### config.mk
export PLATFORM = sky130hd
export DESIGN_NAME = modbus_rtu_response_receiver_top
export DESIGN_NICKNAME = d
export VERILOG_FILES = /design/src/rtl/mrr_pkg.sv /design/src/rtl/modbus_rtu_response_receiver_top.sv /design/src/rtl/mrr_cfg_regs.sv /design/src/rtl/mrr_parser.sv /design/src/rtl/mrr_out_reg.sv
export SDC_FILE = /design/constraint.sdc
export NUM_CORES = 1
export LEC_CHECK = 0
export ABC_AREA = 1
export BUFFER_PORTS_ARGS = -buffer_cell sky130_fd_sc_hd__buf_4
export CAP_MARGIN = 0
export CORE_MARGIN = 2
export CORE_UTILIZATION = 35
export CTS_BUF_LIST = sky130_fd_sc_hd__clkbuf_4 sky130_fd_sc_hd__clkbuf_8
export DETAILED_ROUTE_END_ITERATION = 7
export HOLD_SLACK_MARGIN = 0.12
export SLEW_MARGIN = 20
export SYNTH_ARGS = -nofsm -noshare
export SYNTH_HDL_FRONTEND = slang
export SYNTH_HIERARCHICAL = 1
export SYNTH_SLANG_ARGS = --single-unit
### constraint.sdc
create_clock -name clk -period 7.7 [get_ports clk]
set_input_delay 0.385 -clock clk [delete_from_list [all_inputs] [get_ports clk]]
set_output_delay 0.385 -clock clk [all_outputs]
set_load 0.01 [all_outputs]
### src/rtl/mrr_pkg.sv
// Package for the Modbus RTU response receiver.
// Holds the item types, the parser phases, the protocol constants and the CRC-16 byte fold.
// No dependencies; every other file of the block imports it.
package mrr_pkg;

  typedef struct packed {
    logic       command;
    logic [7:0] data_byte;
  } in_item_t;

  typedef struct packed {
    logic       is_write_ack;
    logic       crc_ok;
    logic [8:0] frame_length;
    logic [7:0] current_area;
    logic [7:0] outer_zone;
    logic [7:0] middle_zone;
    logic [7:0] inner_zone;
    logic       near_warning;
    logic       far_warning;
    logic [7:0] fault_code;
  } out_item_t;

  typedef struct packed {
    logic [7:0] slave_address;
    logic [7:0] idle_limit;
  } cfg_t;

  typedef enum logic [1:0] {
    PH_HUNT  = 2'd0,
    PH_FUNC  = 2'd1,
    PH_READ  = 2'd2,
    PH_WRITE = 2'd3
  } phase_t;

  // Input command codes
  localparam logic CMD_BYTE = 1'b0;
  localparam logic CMD_IDLE = 1'b1;

  // Configuration register indexes
  localparam logic [7:0] REG_SLAVE_ADDRESS = 8'd0;
  localparam logic [7:0] REG_IDLE_LIMIT    = 8'd1;

  localparam logic [7:0] SLAVE_ADDRESS_RESET = 8'd1;
  localparam logic [7:0] IDLE_LIMIT_RESET    = 8'd10;

  // Function codes and frame geometry
  localparam logic [7:0] FN_READ         = 8'h04;
  localparam logic [7:0] FN_WRITE        = 8'h10;
  localparam logic [8:0] WRITE_FRAME_LEN = 9'd8;
  localparam logic [8:0] READ_OVERHEAD   = 9'd5;
  localparam logic [8:0] CRC_START_POS   = 9'd2;

  // Byte positions within a read frame
  localparam logic [8:0] POS_COUNT = 9'd2;
  localparam logic [8:0] POS_AREA  = 9'd4;
  localparam logic [8:0] POS_OUTER = 9'd6;
  localparam logic [8:0] POS_MID   = 9'd8;
  localparam logic [8:0] POS_INNER = 9'd10;
  localparam logic [8:0] POS_FAULT = 9'd12;

  localparam logic [15:0] CRC_INIT = 16'hFFFF;
  localparam logic [15:0] CRC_POLY = 16'hA001;

  // One byte through the reflected CRC-16, eight shift steps unrolled
  function automatic logic [15:0] crc_fold(input logic [15:0] crc, input logic [7:0] b);
    logic [15:0] c;
    c = crc ^ {8'h00, b};
    for (int k = 0; k < 8; k++) begin
      if (c[0]) begin
        c = (c >> 1) ^ CRC_POLY;
      end else begin
        c = c >> 1;
      end
    end
    return c;
  endfunction

endpackage

### src/rtl/modbus_rtu_response_receiver_top.sv
// Top level of the Modbus RTU response receiver.
// Depends on mrr_pkg, mrr_cfg_regs, mrr_parser and mrr_out_reg.
//
// Usage:
//   byte channel   (byte_valid/byte_ready/byte_item): one received byte or one idle
//                  tick per item.
//   result channel (result_valid/result_ready/result_item): one item per completed
//                  response frame from the configured slave (function 0x04 or 0x10).
//   cfg channel    (cfg_valid/cfg_ready/cfg_index/cfg_data): index 0 slave address,
//                  index 1 idle limit; always ready, unknown indexes are dropped.
// Throughput is one input item per cycle while byte_ready is high: the CRC-16 byte
// fold, field capture and frame-end check all sit in combinational logic between the
// parser state and the result register. A result appears on result_valid in the
// cycle after the item that ends the frame is accepted.
// byte_ready stays high while the result register is empty or being emptied in the
// same cycle; while a result waits on a stalled receiver, byte_ready is low.
// Synchronous reset returns the parser to the address hunt, empties the result
// register and sets slave address 1 and idle limit 10.
module modbus_rtu_response_receiver_top
  import mrr_pkg::*;
(
  input  logic       clk,
  input  logic       rst,
  input  logic       byte_valid,
  output logic       byte_ready,
  input  in_item_t   byte_item,
  output logic       result_valid,
  input  logic       result_ready,
  output out_item_t  result_item,
  input  logic       cfg_valid,
  output logic       cfg_ready,
  input  logic [7:0] cfg_index,
  input  logic [7:0] cfg_data
);

  cfg_t      cfg;
  logic      take;
  logic      res_fire;
  out_item_t res;

  assign cfg_ready  = 1'b1;
  assign byte_ready = !result_valid || result_ready;
  assign take       = byte_valid && byte_ready;

  mrr_cfg_regs u_cfg (
    .clk      (clk),
    .rst      (rst),
    .wr_en    (cfg_valid && cfg_ready),
    .wr_index (cfg_index),
    .wr_data  (cfg_data),
    .cfg      (cfg)
  );

  mrr_parser u_parser (
    .clk      (clk),
    .rst      (rst),
    .take     (take),
    .item     (byte_item),
    .cfg      (cfg),
    .res_fire (res_fire),
    .res      (res)
  );

  mrr_out_reg u_out (
    .clk   (clk),
    .rst   (rst),
    .load  (res_fire),
    .din   (res),
    .valid (result_valid),
    .ready (result_ready),
    .dout  (result_item)
  );

endmodule

### src/rtl/mrr_cfg_regs.sv
// Configuration registers of the Modbus RTU response receiver.
// Depends on mrr_pkg for the register indexes and reset values.
module mrr_cfg_regs
  import mrr_pkg::*;
(
  input  logic       clk,
  input  logic       rst,
  input  logic       wr_en,
  input  logic [7:0] wr_index,
  input  logic [7:0] wr_data,
  output cfg_t       cfg
);

  always_ff @(posedge clk) begin
    if (rst) begin
      cfg.slave_address <= SLAVE_ADDRESS_RESET;
      cfg.idle_limit    <= IDLE_LIMIT_RESET;
    end else if (wr_en) begin
      // writes to unknown indexes are dropped
      case (wr_index)
        REG_SLAVE_ADDRESS: cfg.slave_address <= wr_data;
        REG_IDLE_LIMIT:    cfg.idle_limit    <= wr_data;
        default: ;
      endcase
    end
  end

endmodule

### src/rtl/mrr_parser.sv
// Frame parser: phase tracking, byte counting, CRC-16 with two-byte delay line, field capture.
// Depends on mrr_pkg for types, constants and crc_fold.
module mrr_parser
  import mrr_pkg::*;
(
  input  logic      clk,
  input  logic      rst,
  input  logic      take,
  input  in_item_t  item,
  input  cfg_t      cfg,
  output logic      res_fire,
  output out_item_t res
);

  phase_t      phase, phase_next;
  logic [8:0]  byte_index, byte_index_next;
  logic [8:0]  expected_length, expected_next;
  logic [15:0] running_crc, crc_next;
  logic [15:0] delayed_bytes, delayed_next;
  logic [7:0]  captured [5];
  logic [7:0]  captured_next [5];
  logic [7:0]  idle_ticks, idle_ticks_next;

  logic        is_byte, is_idle, idle_abort, addr_match, func_ok, bad_func, feed;
  logic        finish_read, finish_write;
  logic [7:0]  b, idle_inc;
  logic [8:0]  base_index, index_fed;
  logic [15:0] base_crc, base_delay;

  assign b        = item.data_byte;
  assign is_byte  = take && (item.command == CMD_BYTE);
  assign is_idle  = take && (item.command == CMD_IDLE);
  assign idle_inc = idle_ticks + 8'd1;
  assign idle_abort = is_idle && (idle_inc >= cfg.idle_limit);

  assign addr_match = (phase == PH_HUNT) && (b == cfg.slave_address);
  assign func_ok    = (phase == PH_FUNC) && ((b == FN_READ) || (b == FN_WRITE));
  assign bad_func   = is_byte && (phase == PH_FUNC) && !func_ok;
  assign feed = is_byte && (addr_match || func_ok || (phase == PH_READ) || (phase == PH_WRITE));

  // An address match restarts the frame state before the byte goes in
  assign base_index = addr_match ? 9'd0 : byte_index;
  assign base_crc   = addr_match ? CRC_INIT : running_crc;
  assign base_delay = addr_match ? 16'h0000 : delayed_bytes;
  assign index_fed  = base_index + 9'd1;

  always_comb begin
    crc_next      = (base_index >= CRC_START_POS) ? crc_fold(base_crc, base_delay[15:8]) : base_crc;
    delayed_next  = {base_delay[7:0], b};
    expected_next = addr_match ? 9'd0 : expected_length;
    for (int i = 0; i < 5; i++) begin
      captured_next[i] = addr_match ? 8'h00 : captured[i];
    end
    if (phase == PH_READ) begin
      case (byte_index)
        POS_COUNT: expected_next = {1'b0, b} + READ_OVERHEAD;
        POS_AREA:  captured_next[0] = b;
        POS_OUTER: captured_next[1] = b;
        POS_MID:   captured_next[2] = b;
        POS_INNER: captured_next[3] = b;
        POS_FAULT: captured_next[4] = b;
        default: ;
      endcase
    end
  end

  assign finish_read  = is_byte && (phase == PH_READ) && (index_fed >= expected_next);
  assign finish_write = is_byte && (phase == PH_WRITE) && (index_fed >= WRITE_FRAME_LEN);

  // Next phase
  always_comb begin
    phase_next = phase;
    if (idle_abort) begin
      phase_next = PH_HUNT;
    end else if (is_byte) begin
      case (phase)
        PH_HUNT:  phase_next = addr_match ? PH_FUNC : PH_HUNT;
        PH_FUNC: begin
          if (b == FN_READ) begin
            phase_next = PH_READ;
          end else if (b == FN_WRITE) begin
            phase_next = PH_WRITE;
          end else begin
            phase_next = PH_HUNT;
          end
        end
        PH_READ:  phase_next = finish_read ? PH_HUNT : PH_READ;
        PH_WRITE: phase_next = finish_write ? PH_HUNT : PH_WRITE;
        default:  phase_next = PH_HUNT;
      endcase
    end
  end

  always_comb begin
    if (feed) begin
      byte_index_next = (finish_read || finish_write) ? 9'd0 : index_fed;
    end else if (idle_abort || bad_func) begin
      byte_index_next = 9'd0;
    end else begin
      byte_index_next = byte_index;
    end
    if (is_idle) begin
      idle_ticks_next = idle_abort ? 8'd0 : idle_inc;
    end else if (is_byte) begin
      idle_ticks_next = 8'd0;
    end else begin
      idle_ticks_next = idle_ticks;
    end
  end

  // Result outputs
  always_comb begin
    res_fire         = finish_read || finish_write;
    res              = '0;
    res.is_write_ack = finish_write;
    res.crc_ok       = (crc_next[7:0] == delayed_next[15:8]) && (crc_next[15:8] == delayed_next[7:0]);
    res.frame_length = index_fed;
    if (!finish_write) begin
      res.current_area = captured_next[0];
      res.outer_zone   = captured_next[1];
      res.middle_zone  = captured_next[2];
      res.inner_zone   = captured_next[3];
      res.fault_code   = captured_next[4];
      res.near_warning = (captured_next[3] != 8'h00);
      res.far_warning  = (captured_next[1] != 8'h00);
    end
  end

  always_ff @(posedge clk) begin
    if (rst) begin
      phase           <= PH_HUNT;
      byte_index      <= 9'd0;
      expected_length <= 9'd0;
      running_crc     <= CRC_INIT;
      delayed_bytes   <= 16'h0000;
      idle_ticks      <= 8'd0;
      for (int i = 0; i < 5; i++) begin
        captured[i] <= 8'h00;
      end
    end else begin
      phase      <= phase_next;
      byte_index <= byte_index_next;
      idle_ticks <= idle_ticks_next;
      if (feed) begin
        expected_length <= expected_next;
        running_crc     <= crc_next;
        delayed_bytes   <= delayed_next;
        for (int i = 0; i < 5; i++) begin
          captured[i] <= captured_next[i];
        end
      end
    end
  end

endmodule

### src/rtl/mrr_out_reg.sv
// Result register: holds one finished item until the downstream side takes it.
// Depends on mrr_pkg for the result item type.
module mrr_out_reg
  import mrr_pkg::*;
(
  input  logic      clk,
  input  logic      rst,
  input  logic      load,
  input  out_item_t din,
  output logic      valid,
  input  logic      ready,
  output out_item_t dout
);

  always_ff @(posedge clk) begin
    if (rst) begin
      valid <= 1'b0;
    end else if (load) begin
      valid <= 1'b1;
    end else if (ready) begin
      valid <= 1'b0;
    end
  end

  always_ff @(posedge clk) begin
    if (load) begin
      dout <= din;
    end
  end

endmodule
=== Word-level counts from Yosys, hierarchy flattened ===
Memory sizes are Yosys's and may differ from the RTL's.
Cells that the tools add are included.
Widths: inputs -> output; s select.

* Bits in registers: 130
* Output and inout port bits: 56
* Input bits: 30
* Memory bits (writable): 40
* Memories kept: 1

* Mux-type cells: 50
* Reduce and logical (&&, ||, !) cells: 33
* Equal/unequal tests: 15
* Magnitude comparators: 4
* Bitwise operators: 15
* Add/subtract/negate cells: 3

{| class="wikitable"
|+ Memories
! memory !! words !! bits a word !! read ports !! clocked after memory_dff !! wr ports !! line !! RTL
|-
| u_parser.captured || 5 || 8 || 5 || 0 || 5 || mrr_parser.sv:20 || <nowiki>logic [7:0] captured [5];</nowiki>
|}

{| class="wikitable"
|+ Operators with widths
! cell !! count
|-
| $mux 16 || 11
|-
| $mux 8 || 18
|-
| $mux 9 || 7
|-
| $mux 40 || 1
|-
| $eq 9x4->1 const B || 3
|-
| $eq 8x8->1 || 3
|-
| $not 2->3 || 8
|-
| $eq 9x3->1 const B || 2
|-
| $reduce_bool 8->1 || 2
|-
| $xor 16x8->16 || 1
|-
| $logic_and 1x1->1 || 14
|-
| $add 8x3->9 const B || 1
|-
| $add 9x1->9 const B || 1
|-
| $eq 9x2->1 const B || 1
|-
| $ge 9x2->1 const B || 1
|-
| $ge 9x4->1 const B || 1
|-
| $ge 9x9->1 || 1
|-
| $add 8x1->8 const B || 1
|-
| $eq 8x1->1 const B || 1
|-
| $eq 8x3->1 const B || 1
|-
| $eq 8x5->1 const B || 1
|-
| $ge 8x8->1 || 1
|-
| $logic_not 8->1 || 1
|-
| $mux 1 || 8
|-
| other kinds (12) || 30
|}

=== Logic depth before layout (Yosys ltp) ===
Gate-level depths: netlist of run 1.

* Word-level depth: 23
* Gate-level depth with buffers: 28

=== By module ===
The synthesis of run 1 kept the hierarchy.

{| class="wikitable"
|+ Modules (own cells, without submodules)
! module !! instances !! area an instance (um^2) !! cells each !! seq. area each (um^2)
|-
| mrr_parser || 1 || 6889.1 || 960 || 2402.3
|-
| mrr_out_reg || 1 || 1631.6 || 58 || 1611.5
|-
| mrr_cfg_regs || 1 || 790.8 || 105 || 320.3
|-
| modbus_rtu_response_receiver_top || 1 || 31.3 || 6 || 0.0
|}

=== Least setup slack after synthesis of run 1 ===
Ideal clock, no wire load.

* Path kind: in2reg
* Start: input port byte_item[5] in the netlist's numbering
* End: register u_out/dout[0] in the netlist's numbering, enable pin
* Required time: 7287 ps
* Slack: 2941 ps
* Library setup time: 413 ps
* Buffers on the path: 6
* Cell stages on the path: 25
* Arrival time: 4347 ps
* Path through: buf_4 > inv_2 > nand2_1 > nand2_1 > nor2_1 > nand3_2 > nor2_4 > buf_4 > buf_4 > buf_2 > buf_2 > nor2_1 > ha_1 > inv_1 > ha_1 > nand4_1 > o221ai_1 > nand3_1 > nand3_1 > o21a_1 > nand2_1 > nand2_1 > nand2_1 > buf_4 > nand2_1

{| class="wikitable"
|+ RTL lines
! what !! line !! RTL
|-
| from (decl) || modbus_rtu_response_receiver_top.sv:26 || <nowiki>input in_item_t byte_item,</nowiki>
|-
| to (signal assigned) || mrr_out_reg.sv:27 || <nowiki>dout <= din;</nowiki>
|-
| to (decl) || mrr_out_reg.sv:12 || <nowiki>output out_item_t dout</nowiki>
|}

==> results.md, run 1 <==
* Outcome: complete, but fails checks
* Failing checks: design-rule violations
* Area delta synth->final at 13.4%
* Hold Crit Depth at 3
* Die H at 167 um
* Reg power frac at 0.547
* Post-route insts no fill at 1539
* CTS Buffer Depth at 2
* Syn Nets at approximately 1200
* Full die area at 28000 sq um
* Port Buffers at 84
* Largest net degree at the start of global routing at 73
* Sum Neg Setup Slack at 0 ns
* Final setup viols at 0
* Unrepaired setup endpoints after global routing: no
* Root Buffer: clkbuf_8
* Post-CTS setup buffers at 0
* Rel. slew slack at 0.293
* Gr usage total at 0.168
* Post-Syn Instances at 1129
* Initial antenna violation count at 0
* DR vias at ~7700
* Fmax at 0.221 GHz
* Number of global-route vias before repair at 7313
* Total CTS buffers at 17
* R2R depth at 21
* Routed WL per cell at 15.1 um
* Mapped Area at approximately 9300 sq um
* Core ar. at 26100 sq um
* Worst Setup SP: u_parser/phase[1]
* Critical path peak fanout at 45
* Chip width at about 170 um
* Top FF cell, synth: edfxtp_1
* Diodes inserted at 0
* Fill cells at 2670
* Share of cells above drive strength 1 at 0.164
* Post-synth top area cell: edfxtp_1
* Worst path required time at 7.81 ns
* Nets at approximately 1200
* First DRT Iteration DRCs at 592
* CTS tree: done
* Grt ovf at 0
* Syn Area/Cell at 8.28 sq um
* Tightest Hold Check Type: input port to flop
* Fin crit period at 4.53 ns
* Leak pwr at 0.00436 uW
* Synth unique cells at 54
* Switching share of power at 0.246
* Initial core utilization at 0.358
* Final setup margin at around 3.2 ns
* Register bit total from synthesis at 170
* First-pass GRT wire length at between 30000 and 40000 um
* Setup CP Type: flop to flop
* Worst-skew pair later-pin latency at 0.47 ns
* Place WS at 3.03 ns
* Clk slew on worst S/H paths at ~0.090 ns
* Startpoint types: flop
* Post-synth top cells: 195 x nand2_1, 181 x nor2_1, 130 x inv_1, 93 x edfxtp_1, 91 x nand3_1
* Cell area power density at between 150 and 200 nW/um^2
* Post-DP HPWL at 16200 um
* CP Capture Type: flop
* H-tree levels at 4
* Count leader, synth: nand2_1
* Gp weighted congestion at 0.882
* R2r startpoint: u_parser/phase[1]
* Post-synthesis sequential area ratio at 0.464
* Synth top area share at 0.299
* Drt total wl at ~23000 um
* Sink Count at 170
* Switch Pwr at 433 uW
* Crit path arrival time at roughly 4.6 ns
* Comb power frac at 0.058
* DR DRC count at 4
* Placed cells at about 1500
* Yosys Warn Count at 6
* Final Cycle Share at 0.589
* Setup Skew at 0.0163 ns
* Final Max Tran Viols at 0
* Ys async rst share at 0
* Hold Startpoint: cfg_data[0]
* Via density at 5.00
* Pint at 1330 uW
* Max Cap Violations at 0
* Hold Violations, Final at 0
* Maximum vdd ir drop at 0.000102 V
* Worst Tran Pin Value at 1.06 ns
* Post-synth EDFFs at 93
* Clk pwr share at 0.395
* Post-route ant nets at 0
* Row cnt at 59
* I/O pins at 86
* Ranking of synthesized cells by area: edfxtp_1 30%, dfxtp_1 16%, nand2_1 7.8%
* DRT Pass-1 Iters at 7
power by group through the flow:
stage	Sequential, uW	Clock [uW]	Combinational [uW]
after CTS	965	718	103
after floorplan	985	0	66.0
after global placement	985	0	101
after detailed placement	986	0	101
after global routing	966	748	113
final	965	696	102
cell usage in the layout (no fill, tap or decap), types with 5 or more instances in the layout:
master    instances
a21oi_1          59
a21oi_2           9
a22oi_1           7
buf_4            93
clkbuf_8         17
dfxtp_1          77
edfxtp_1         93
ha_1             20
inv_1           129
inv_2             8
nand2_1         194
nand2_2          10
nand3_1          91
nand3_2          10
nand3b_1          8
nand4_1           7
nor2_1          181
nor2_2            5
nor2_4            6
nor3b_1          40
o21ai_0          19
o21ai_1          11
o22ai_1          27
xnor2_1           5
xor2_1           14
cell families (layout without fill, tap and decap cells):
logic type | after synthesis | in the layout | share of synthesized area
buf+inv | 194 | 269 | 0.0931
fa+ha+maj | 20 | 20 | 0.0268
flops | 170 | 170 | 0.464
simple gates | 574 | 574 | 0.299
compound gates | 151 | 151 | 0.0991
xor+xnor | 19 | 19 | 0.0178
other cells | 1 | 1 | 0.000401
flip-flops by register name, indices dropped and copies added, names as in the netlist:
signal	cells
u_cfg/cfg	16
u_out/dout	53
u_out/valid	1
u_parser/byte_index	9
u_parser/captured	40
u_parser/delayed_bytes	16
u_parser/expected_length	9
u_parser/idle_ticks	8
u_parser/phase	2
u_parser/running_crc	16
cell type report:
type	count	area (sq um)	area share
clock buffer	17	234	0.0221
tap	335	419	0.0396
multi-input combinational	765	4150	0.391
timing repair buffer	95	718	0.0678
clock inverter	15	206	0.0195
inverter	142	538	0.0508
sequential	170	4330	0.409
layer usage:
layer | part of all wire | global-route usage
met5 | 0 | 0
met2 | 0.47 | 0.278
met3 | 0.056 | 0.0369
met1 | 0.46 | 0.220
met4 | 0.017 | 0.0514
through the flow:
| stage | utilization | power (uW) | cell area, sq um | hold WS, ns |
|---|---|---|---|---|
| floorplan | - | 1050 | 9340 | 0.429 |
| global placement | 0.388 | 1090 | 10100 | 0.448 |
| detailed placement | 0.388 | 1090 | 10100 | 0.454 |
| CTS | 0.406 | 1790 | 10600 | 0.131 |
| global route | 0.406 | 1830 | 10600 | 0.142 |
| finish | 0.406 | 1760 | 10600 | 0.157 |
worst paths after layout:
path         slack [ns]                          end
max                3.17               u_out/dout[11]
max reg2reg        3.17               u_out/dout[11]
min reg2reg        0.47  u_parser/expected_length[1]
min                0.16                 u_cfg/cfg[8]
worst max-delay path, cell delays in order, from the launching register on:
cell and delay (ns):
dfxtp_1 0.33, inv_1 0.12, nand2_1 0.10, nor2_1 0.11, nand2_1 0.06, nor2_2 0.12
nand3_4 0.37, o21ai_2 0.42, a21oi_1 0.08, nand2_1 0.11, inv_1 0.06, ha_1 0.31
nand4_1 0.10, o221ai_1 0.15, nand3_1 0.09, nand3_1 0.10, o21a_1 0.13, nand2_1 0.05
nand2_1 0.07, nand2_1 0.30, nand2_2 0.36, buf_4 0.57
what timing repair did:
action,CTS,global route
resized for setup,0,0
hold buffers,2,0
endpoints found under the hold margin,2,0
(Power assumes the default switching activity.)
==> inputs of run 2 (changes only) <==
==> constraint.sdc (replaced) <==
create_clock -name clk -period 4.05 [get_ports clk]
set_input_delay 0.2025 -clock clk [delete_from_list [all_inputs] [get_ports clk]]
set_output_delay 0.2025 -clock clk [all_outputs]
set_load 0.01 [all_outputs]
==> run 2 against run 1 <==
The run still ends with design-rule violations left. Routed wire length increased by 1.6%. Critical path depth shrank 3. Flip-flop and latch count is the same. Combinational power increased by 99%. Hold slack lost 0.010 ns. Count of clock-buffer cells in the layout increased by 2. Sequential power rose by 90%. Largest cell class unchanged. Final area grew 0.85%. Critical path type unchanged.
==> results.md, run 2 (synthesis gave the netlist of run 1 again) <==
* Outcome: complete, but fails checks
* Failing checks: design-rule violations
* Crit path arrival time at 3.71 ns (-0.93 ns)
* CTS Buffer Depth at 2 (unchanged)
* Slowest stage cell, crit path: dfxtp_1
* DRT Pass-1 Iters at 8 (+1)
* H-tree levels at 4 (unchanged)
* Final setup viols at 0 (unchanged)
* Worst-skew pair later-pin latency at 0.46 ns (about the same)
* Total CTS buffers at 17 (unchanged)
* CP Capture Type: flop
* Critical path peak fanout at 54 (+20%)
* Slowest stage delay, CP at 0.36 ns (-0.21 ns)
* I/O pins at 86 (unchanged)
* Global Route met1 Usage at 0.231 (+0.0112)
* Gr usage total at 0.172 (+0.00444)
* Diodes inserted at 0 (unchanged)
* Hold Violations, Final at 0 (unchanged)
* Leak pwr at 0.00439 uW (+0.59%)
* Top Registers: u_out/dout x53, u_parser/captured x40
* R2R depth at 18 (-14%)
* Crit-path cells: inv_1, nor2_1, inv_1, nor2_1, nand3_1, nand2_1, o22ai_1, inv_1, ha_1, a21oi_1, o221ai_1, nand3_1, nand3_1, o21a_1, nand2_1, nand2_1, nand2_1, nand2_8
* Final setup margin at 0.445 ns (-2.72 ns)
* Max reg flops at 53 (unchanged)
* First DRT Iteration DRCs at 677 (+14%)
* Most frequent cells in the layout: 194 x nand2_1, 181 x nor2_1, 129 x inv_1
* Largest net degree at the start of global routing at 64 (-12%)
* Largest Register: u_out/dout
* Clk slew on worst S/H paths at 0.09 ns (about the same)
* Post-CTS setup buffers at 0 (unchanged)
* Die H at 167 um (unchanged)
* Met3 Track Usage GR at 0.0333 (-0.00355)
* Rel. slew slack at 0.518 (+0.225)
* Routed WL per cell at 15.2 um (+0.72%)
* Tightest Hold Check Type: input port to flop
* Maximum vdd ir drop at 0.000159 V (+55%)
* Final Max Tran Viols at 0 (unchanged)
* Fmax at 0.277 GHz (+26%)
* Global Route met2 Usage at 0.283 (+0.00469)
* Initial antenna violation count at 0 (unchanged)
* Place WS at 0.225 ns (-2.80 ns)
* Setup CP Type: flop to flop
* Nets at 1255 (+1.1%)
* Number of global-route vias before repair at 7391 (+1.1%)
* CTS tree: done
* First-pass GRT wire length at 38500 um (+2.3%)
* Core ar. at 26100 sq um (unchanged)
* Commonest non-fill, non-tap cell in the layout: nand2_1
* Initial core utilization at 0.358 (unchanged)
* Post-route ant nets at 0 (unchanged)
* Final Cycle Share at 0.890 (+0.301)
* GRT Max-Usage Layer: met2
* Fin crit period at 3.61 ns (-0.930 ns)
* Root Buffer: clkbuf_8
* Sum Neg Setup Slack at 0 ns (unchanged)
* Worst Tran Pin Value at 0.722 ns (-0.335 ns)
* Row cnt at 59 (unchanged)
* Unrepaired setup endpoints after global routing: no
* Cell area power density at 299 nW/um^2 (+80%)
* Area delta synth->final at 14.4%
* Chip width at 167 um (unchanged)
* Via density at 4.99 (about the same)
* DR DRC count at 3 (-1)
* Full die area at 28000 sq um (unchanged)
* Port Buffers at 84 (unchanged)
* Worst path required time at 4.16 ns (-3.65 ns)
* Drt total wl at 23600 um (+1.6%)
* Startpoint types: flop
* Overall power at 3200 uW (+81%)
* DR vias at 7757 (+0.82%)
* Post-DP HPWL at 16700 um (+2.5%)
* Crit path top cell by count: nand2_1
* Hold Crit Depth at 3 (unchanged)
* Grt ovf at 0 (unchanged)
* Share of cells above drive strength 1 at 0.167 (+0.00221)
* Sink Count at 170 (unchanged)
* Max Cap Violations at 0 (unchanged)
* Gp weighted congestion at 0.834 (-5.5%)
* Setup Skew at 0.0134 ns (-0.00292 ns)
==> run 2: changes by cell type in the layout (fill, tap and decap cells not counted), moves of 2 or more <==
cell / change
dlygate4sd3_1: +8
buf_4: +4
clkinv_4: -3
clkinvlp_4: +3
buf_12: +2
bufinv_16: -2
clkbuf_4: +2
inv_8: -2
==> run 2: layer usage <==
metal,vias to the layer above,routed length (um)
li1,3881,-
met1,3661,11000
met3,26,1250
met5,-,0
met2,189,11000
met4,0,401
==> run 2: layout make-up <==
type	count	area, sq um
Sequential cell	170	4330
Fill cell	2678	15400
Inverter	142	538
Clock inverter	13	118
Tap cell	335	419
Multi-Input combinational cell	765	4160
Timing Repair Buffer	109	868
Clock buffer	19	249
==> run 2: path summary, 6_finish.rpt <==
kind | start | endpoint | slack (ns)
setup / recovery | u_parser/phase[1] | u_out/dout[13] | 0.44
hold reg to reg | u_parser/delayed_bytes[11] | u_parser/delayed_bytes[11] | 0.47
setup reg to reg | u_parser/phase[1] | u_out/dout[13] | 0.44
hold / removal | byte_item[1] | u_parser/delayed_bytes[1] | 0.15
==> run 2: timing repair <==
| action | CTS | global route |
|---|---|---|
| hold endpoints to repair | 31 | 0 |
| setup endpoints to repair | 0 | 54 |
| resized for setup | 0 | 1 |
| hold buffers | 10 | 0 |
==> run 2: stage by stage <==
stage | util | instances | area, sq um | hold slack (ns)
2_1_floorplan | - | 1129 | 9350 | 0.265
3_3_place_gp | 0.391 | 1511 | 10200 | 0.431
3_5_place_dp | 0.391 | 1511 | 10200 | 0.440
4_1_cts | 0.409 | 1553 | 10700 | 0.121
5_1_grt | 0.409 | 1553 | 10700 | 0.126
6_report | 0.409 | 1553 | 10700 | 0.146
==> run 2: where the power goes <==
part	switching [uW]	internal [uW]
combinational	131	72.1
sequential	5.94	1830
clock	658	503
==> run 2: critical path: cells and delay by family, from the launching register on <==
kind            cells  cell delay (ns)
simple gates       10             1.66
compound gates      4             0.56
flops               1             0.36
buf+inv             3             0.33
fa+ha+maj           1             0.26
==> inputs of run 3 (changes only) <==
--- a/config.mk
+++ b/config.mk
@@ -9,10 +9,11 @@
 export BUFFER_PORTS_ARGS = -buffer_cell sky130_fd_sc_hd__buf_4
 export CAP_MARGIN = 0
 export CORE_MARGIN = 2
-export CORE_UTILIZATION = 35
+export CORE_UTILIZATION = 50
 export CTS_BUF_LIST = sky130_fd_sc_hd__clkbuf_4 sky130_fd_sc_hd__clkbuf_8
 export DETAILED_ROUTE_END_ITERATION = 7
 export HOLD_SLACK_MARGIN = 0.12
+export PLACE_DENSITY = 0.69
 export SLEW_MARGIN = 20
 export SYNTH_ARGS = -nofsm -noshare
 export SYNTH_HDL_FRONTEND = slang
==> constraint.sdc (replaced) <==
create_clock -name clk -period 4.1 [get_ports clk]
set_input_delay 0.205 -clock clk [delete_from_list [all_inputs] [get_ports clk]]
set_output_delay 0.205 -clock clk [all_outputs]
set_load 0.01 [all_outputs]
==> run 3 against run 2 <==
The run now ends clean. Via count is 1.7% higher. Hold slack better by 0.0068 ns. Combinational power hardly changed. Sequential share of layout area is 0.13 points lower. Setup slack worse by 0.11 ns. Register-to-register slack worse by 0.11 ns. Core utilization is 18 points higher. Final area is 0.37% higher. Critical endpoint is now u_out/valid. Largest power group unchanged.
==> results.md, run 3 (synthesis gave the netlist of run 1 again) <==
* Diodes inserted at 0 (unchanged)
* First-pass GRT wire length at 36800 um (-4.3%)
* Commonest non-fill, non-tap cell in the layout: nand2_1
* Area delta synth->final at 14.8%
* Final Cycle Share at 0.919 (+0.0289)
* Rel. slew slack at 0.281 (-0.238)
* Total CTS buffers at 17 (unchanged)
* Chip width at 141 um (-16%)
* Root Buffer: clkbuf_8
* Sum Neg Setup Slack at 0 ns (unchanged)
* Row cnt at 49 (-17%)
* Final Max Tran Viols at 0 (unchanged)
* Hold Crit Depth at 3 (unchanged)
* Design area at 10700 sq um (+0.37%)
* Top Registers: u_out/dout x53, u_parser/captured x40
* DRT Pass-1 Iters at 6 (-2)
* I/O pins at 86 (unchanged)
* Post-DP HPWL at 15700 um (-5.6%)
* Clk slew on worst S/H paths at 0.10 ns (about the same)
* Initial antenna violation count at 0 (unchanged)
* Max Cap Violations at 0 (unchanged)
* Worst Tran Pin Value at 1.08 ns (+0.356 ns)
* CP Capture Type: flop
* Place WS at 0.548 ns (+0.323 ns)
* Area of the multi-input gates at 4190 sq um (+0.75%)
* DR DRC count at 0 (-3)
* Outcome: complete, no violations
* Slowest stage delay, CP at 0.56 ns (+0.20 ns)
* Worst Setup SP: u_parser/phase[1]
* Crit path max-delay family: simple AND/OR/NAND/NOR gates
* R2r endpoint: u_out/valid
* Worst Path Buf+Inv at 6 (+3)
* Fin crit period at 3.77 ns (+0.163 ns)
* Core ar. at 18100 sq um (-31%)
* Max reg flops at 53 (unchanged)
* DR vias at 7889 (+1.7%)
* Sink Count at 170 (unchanged)
* R2r startpoint: u_parser/phase[1]
* Tightest Hold Check Type: input port to flop
* Number of global-route vias before repair at 7451 (+0.81%)
* Setup CP Type: flop to flop
* FF-to-FF setup slack at 0.33 ns (-0.11 ns)
* Die H at 141 um (-16%)
* Startpoint types: flop
* Switching share of power at 0.248 (-0.000300)
* Nets at 1264 (+0.72%)
* Slowest stage cell, crit path: dlygate4sd3_1
* Fill cells at 1659 (-38%)
* Comb power frac at 0.062 (-0.002)
* Clk pwr share at 0.380 (+0.017)
* Hold Violations, Final at 0 (unchanged)
* Post-route ant nets at 0 (unchanged)
* Port Buffers at 84 (unchanged)
* Pint at 2440 uW (+1.6%)
* Gr usage total at 0.232 (+0.0599)
* Placed cell area at 10100 sq um (-1.3%)
* Maximum vdd ir drop at 0.000198 V (+25%)
* Hold endpoint: u_parser/delayed_bytes[5]
* Worst-skew pair later-pin latency at 0.47 ns (about the same)
* Most frequent cells in the layout: 193 x nand2_1, 180 x nor2_1, 129 x inv_1
* Largest Register: u_out/dout
* First DRT Iteration DRCs at 616 (-9.0%)
* Hold Startpoint: byte_item[5]
* Final core occ at 0.591 (+0.182)
* Gp weighted congestion at 0.928 (+11%)
* Setup Skew at 0.0152 ns (+0.00178 ns)
* Initial core utilization at 0.515 (+0.157)
* Crit path top cell by count: nand2_1
* R2R depth at 26 (+8)
* Reg power frac at 0.558 (-0.015)
* Share of cells above drive strength 1 at 0.178 (+0.0111)
* Leak pwr at 0.00447 uW (+1.9%)
* CTS tree: done
* Routed WL per cell at 15.6 um (+2.8%)
* H-tree levels at 4 (unchanged)
* Crit path arrival time at 4.12 ns (+0.41 ns)
* Drt total wl at 22800 um (-3.7%)
* Final setup viols at 0 (unchanged)
* Register area at 4340 sq um (about the same)
* Overall power at 3250 uW (+1.6%)
* Critical path peak fanout at 5 (-91%)
* Switch Pwr at 807 uW (+1.5%)
* Worst path required time at 4.45 ns (+0.29 ns)
* Cell area power density at 303 nW/um^2 (+1.2%)
* Final setup margin at 0.332 ns (-0.113 ns)
* Full die area at 19800 sq um (-29%)
* Via density at 5.42 (+8.6%)
* Largest net degree at the start of global routing at 64 (unchanged)
* CTS Buffer Depth at 2 (unchanged)
* Grt ovf at 0 (unchanged)
* Fmax at 0.265 GHz (-4.3%)
run 3: repair_timing:
action | in CTS | in global routing
hold endpoints to repair | 23 | 0
setup buffers | 0 | 7
setup endpoints to repair | 0 | 1
resized for setup | 0 | 12
hold buffers | 11 | 0
run 3: tightest hold or removal path: stages:
cell and delay (ns):
buf_4 0.17, inv_2 0.12, o21ai_1 0.08
run 3: layout make-up:
cell class | instances | share of cell area
clock buffers | 17 | 0.0218
repair buffers | 118 | 0.0898
clock inverters | 14 | 0.0164
inverters | 142 | 0.0502
well taps | 229 | 0.0267
multi-input cells | 765 | 0.391
flip-flops and latches | 170 | 0.404
run 3: worst max path at each step:
stage | end | slack [ns] | cells after the start
global route | u_out/valid | -0.0001 | 23
detailed placement | u_out/dout[9] | 0.55 | 22
CTS | u_out/valid | 0.06 | 24
finish | u_out/valid | 0.33 | 26
floorplan | u_out/dout[0] | 0.02 | 23
global placement | u_parser/running_crc[1] | 0.44 | 14
run 3: metrics by stage:
step	hold WS (ns)	std cells
after floorplan	0.267	1129
after global placement	0.442	1405
after detailed placement	0.442	1405
after CTS	0.126	1447
after global routing	0.140	1455
final	0.153	1455
run 3: power by group through the flow:
| stage | logic, uW | registers (uW) | clock network [uW] |
|---|---|---|---|
| after floorplan | 124 | 1850 | 0 |
| after global placement | 189 | 1850 | 0 |
| after detailed placement | 190 | 1850 | 0 |
| after CTS | 198 | 1810 | 1260 |
| after global routing | 220 | 1810 | 1340 |
| final | 202 | 1810 | 1240 |
run 3: layer usage:
metal	routed length (um)	part of all wire	vias to the layer above	global-route usage
li1	-	-	3879	-
met2	11000	0.49	234	0.392
met3	1160	0.051	31	0.0377
met1	10100	0.44	3745	0.309
met4	462	0.020	0	0.0674
met5	0	0	-	0
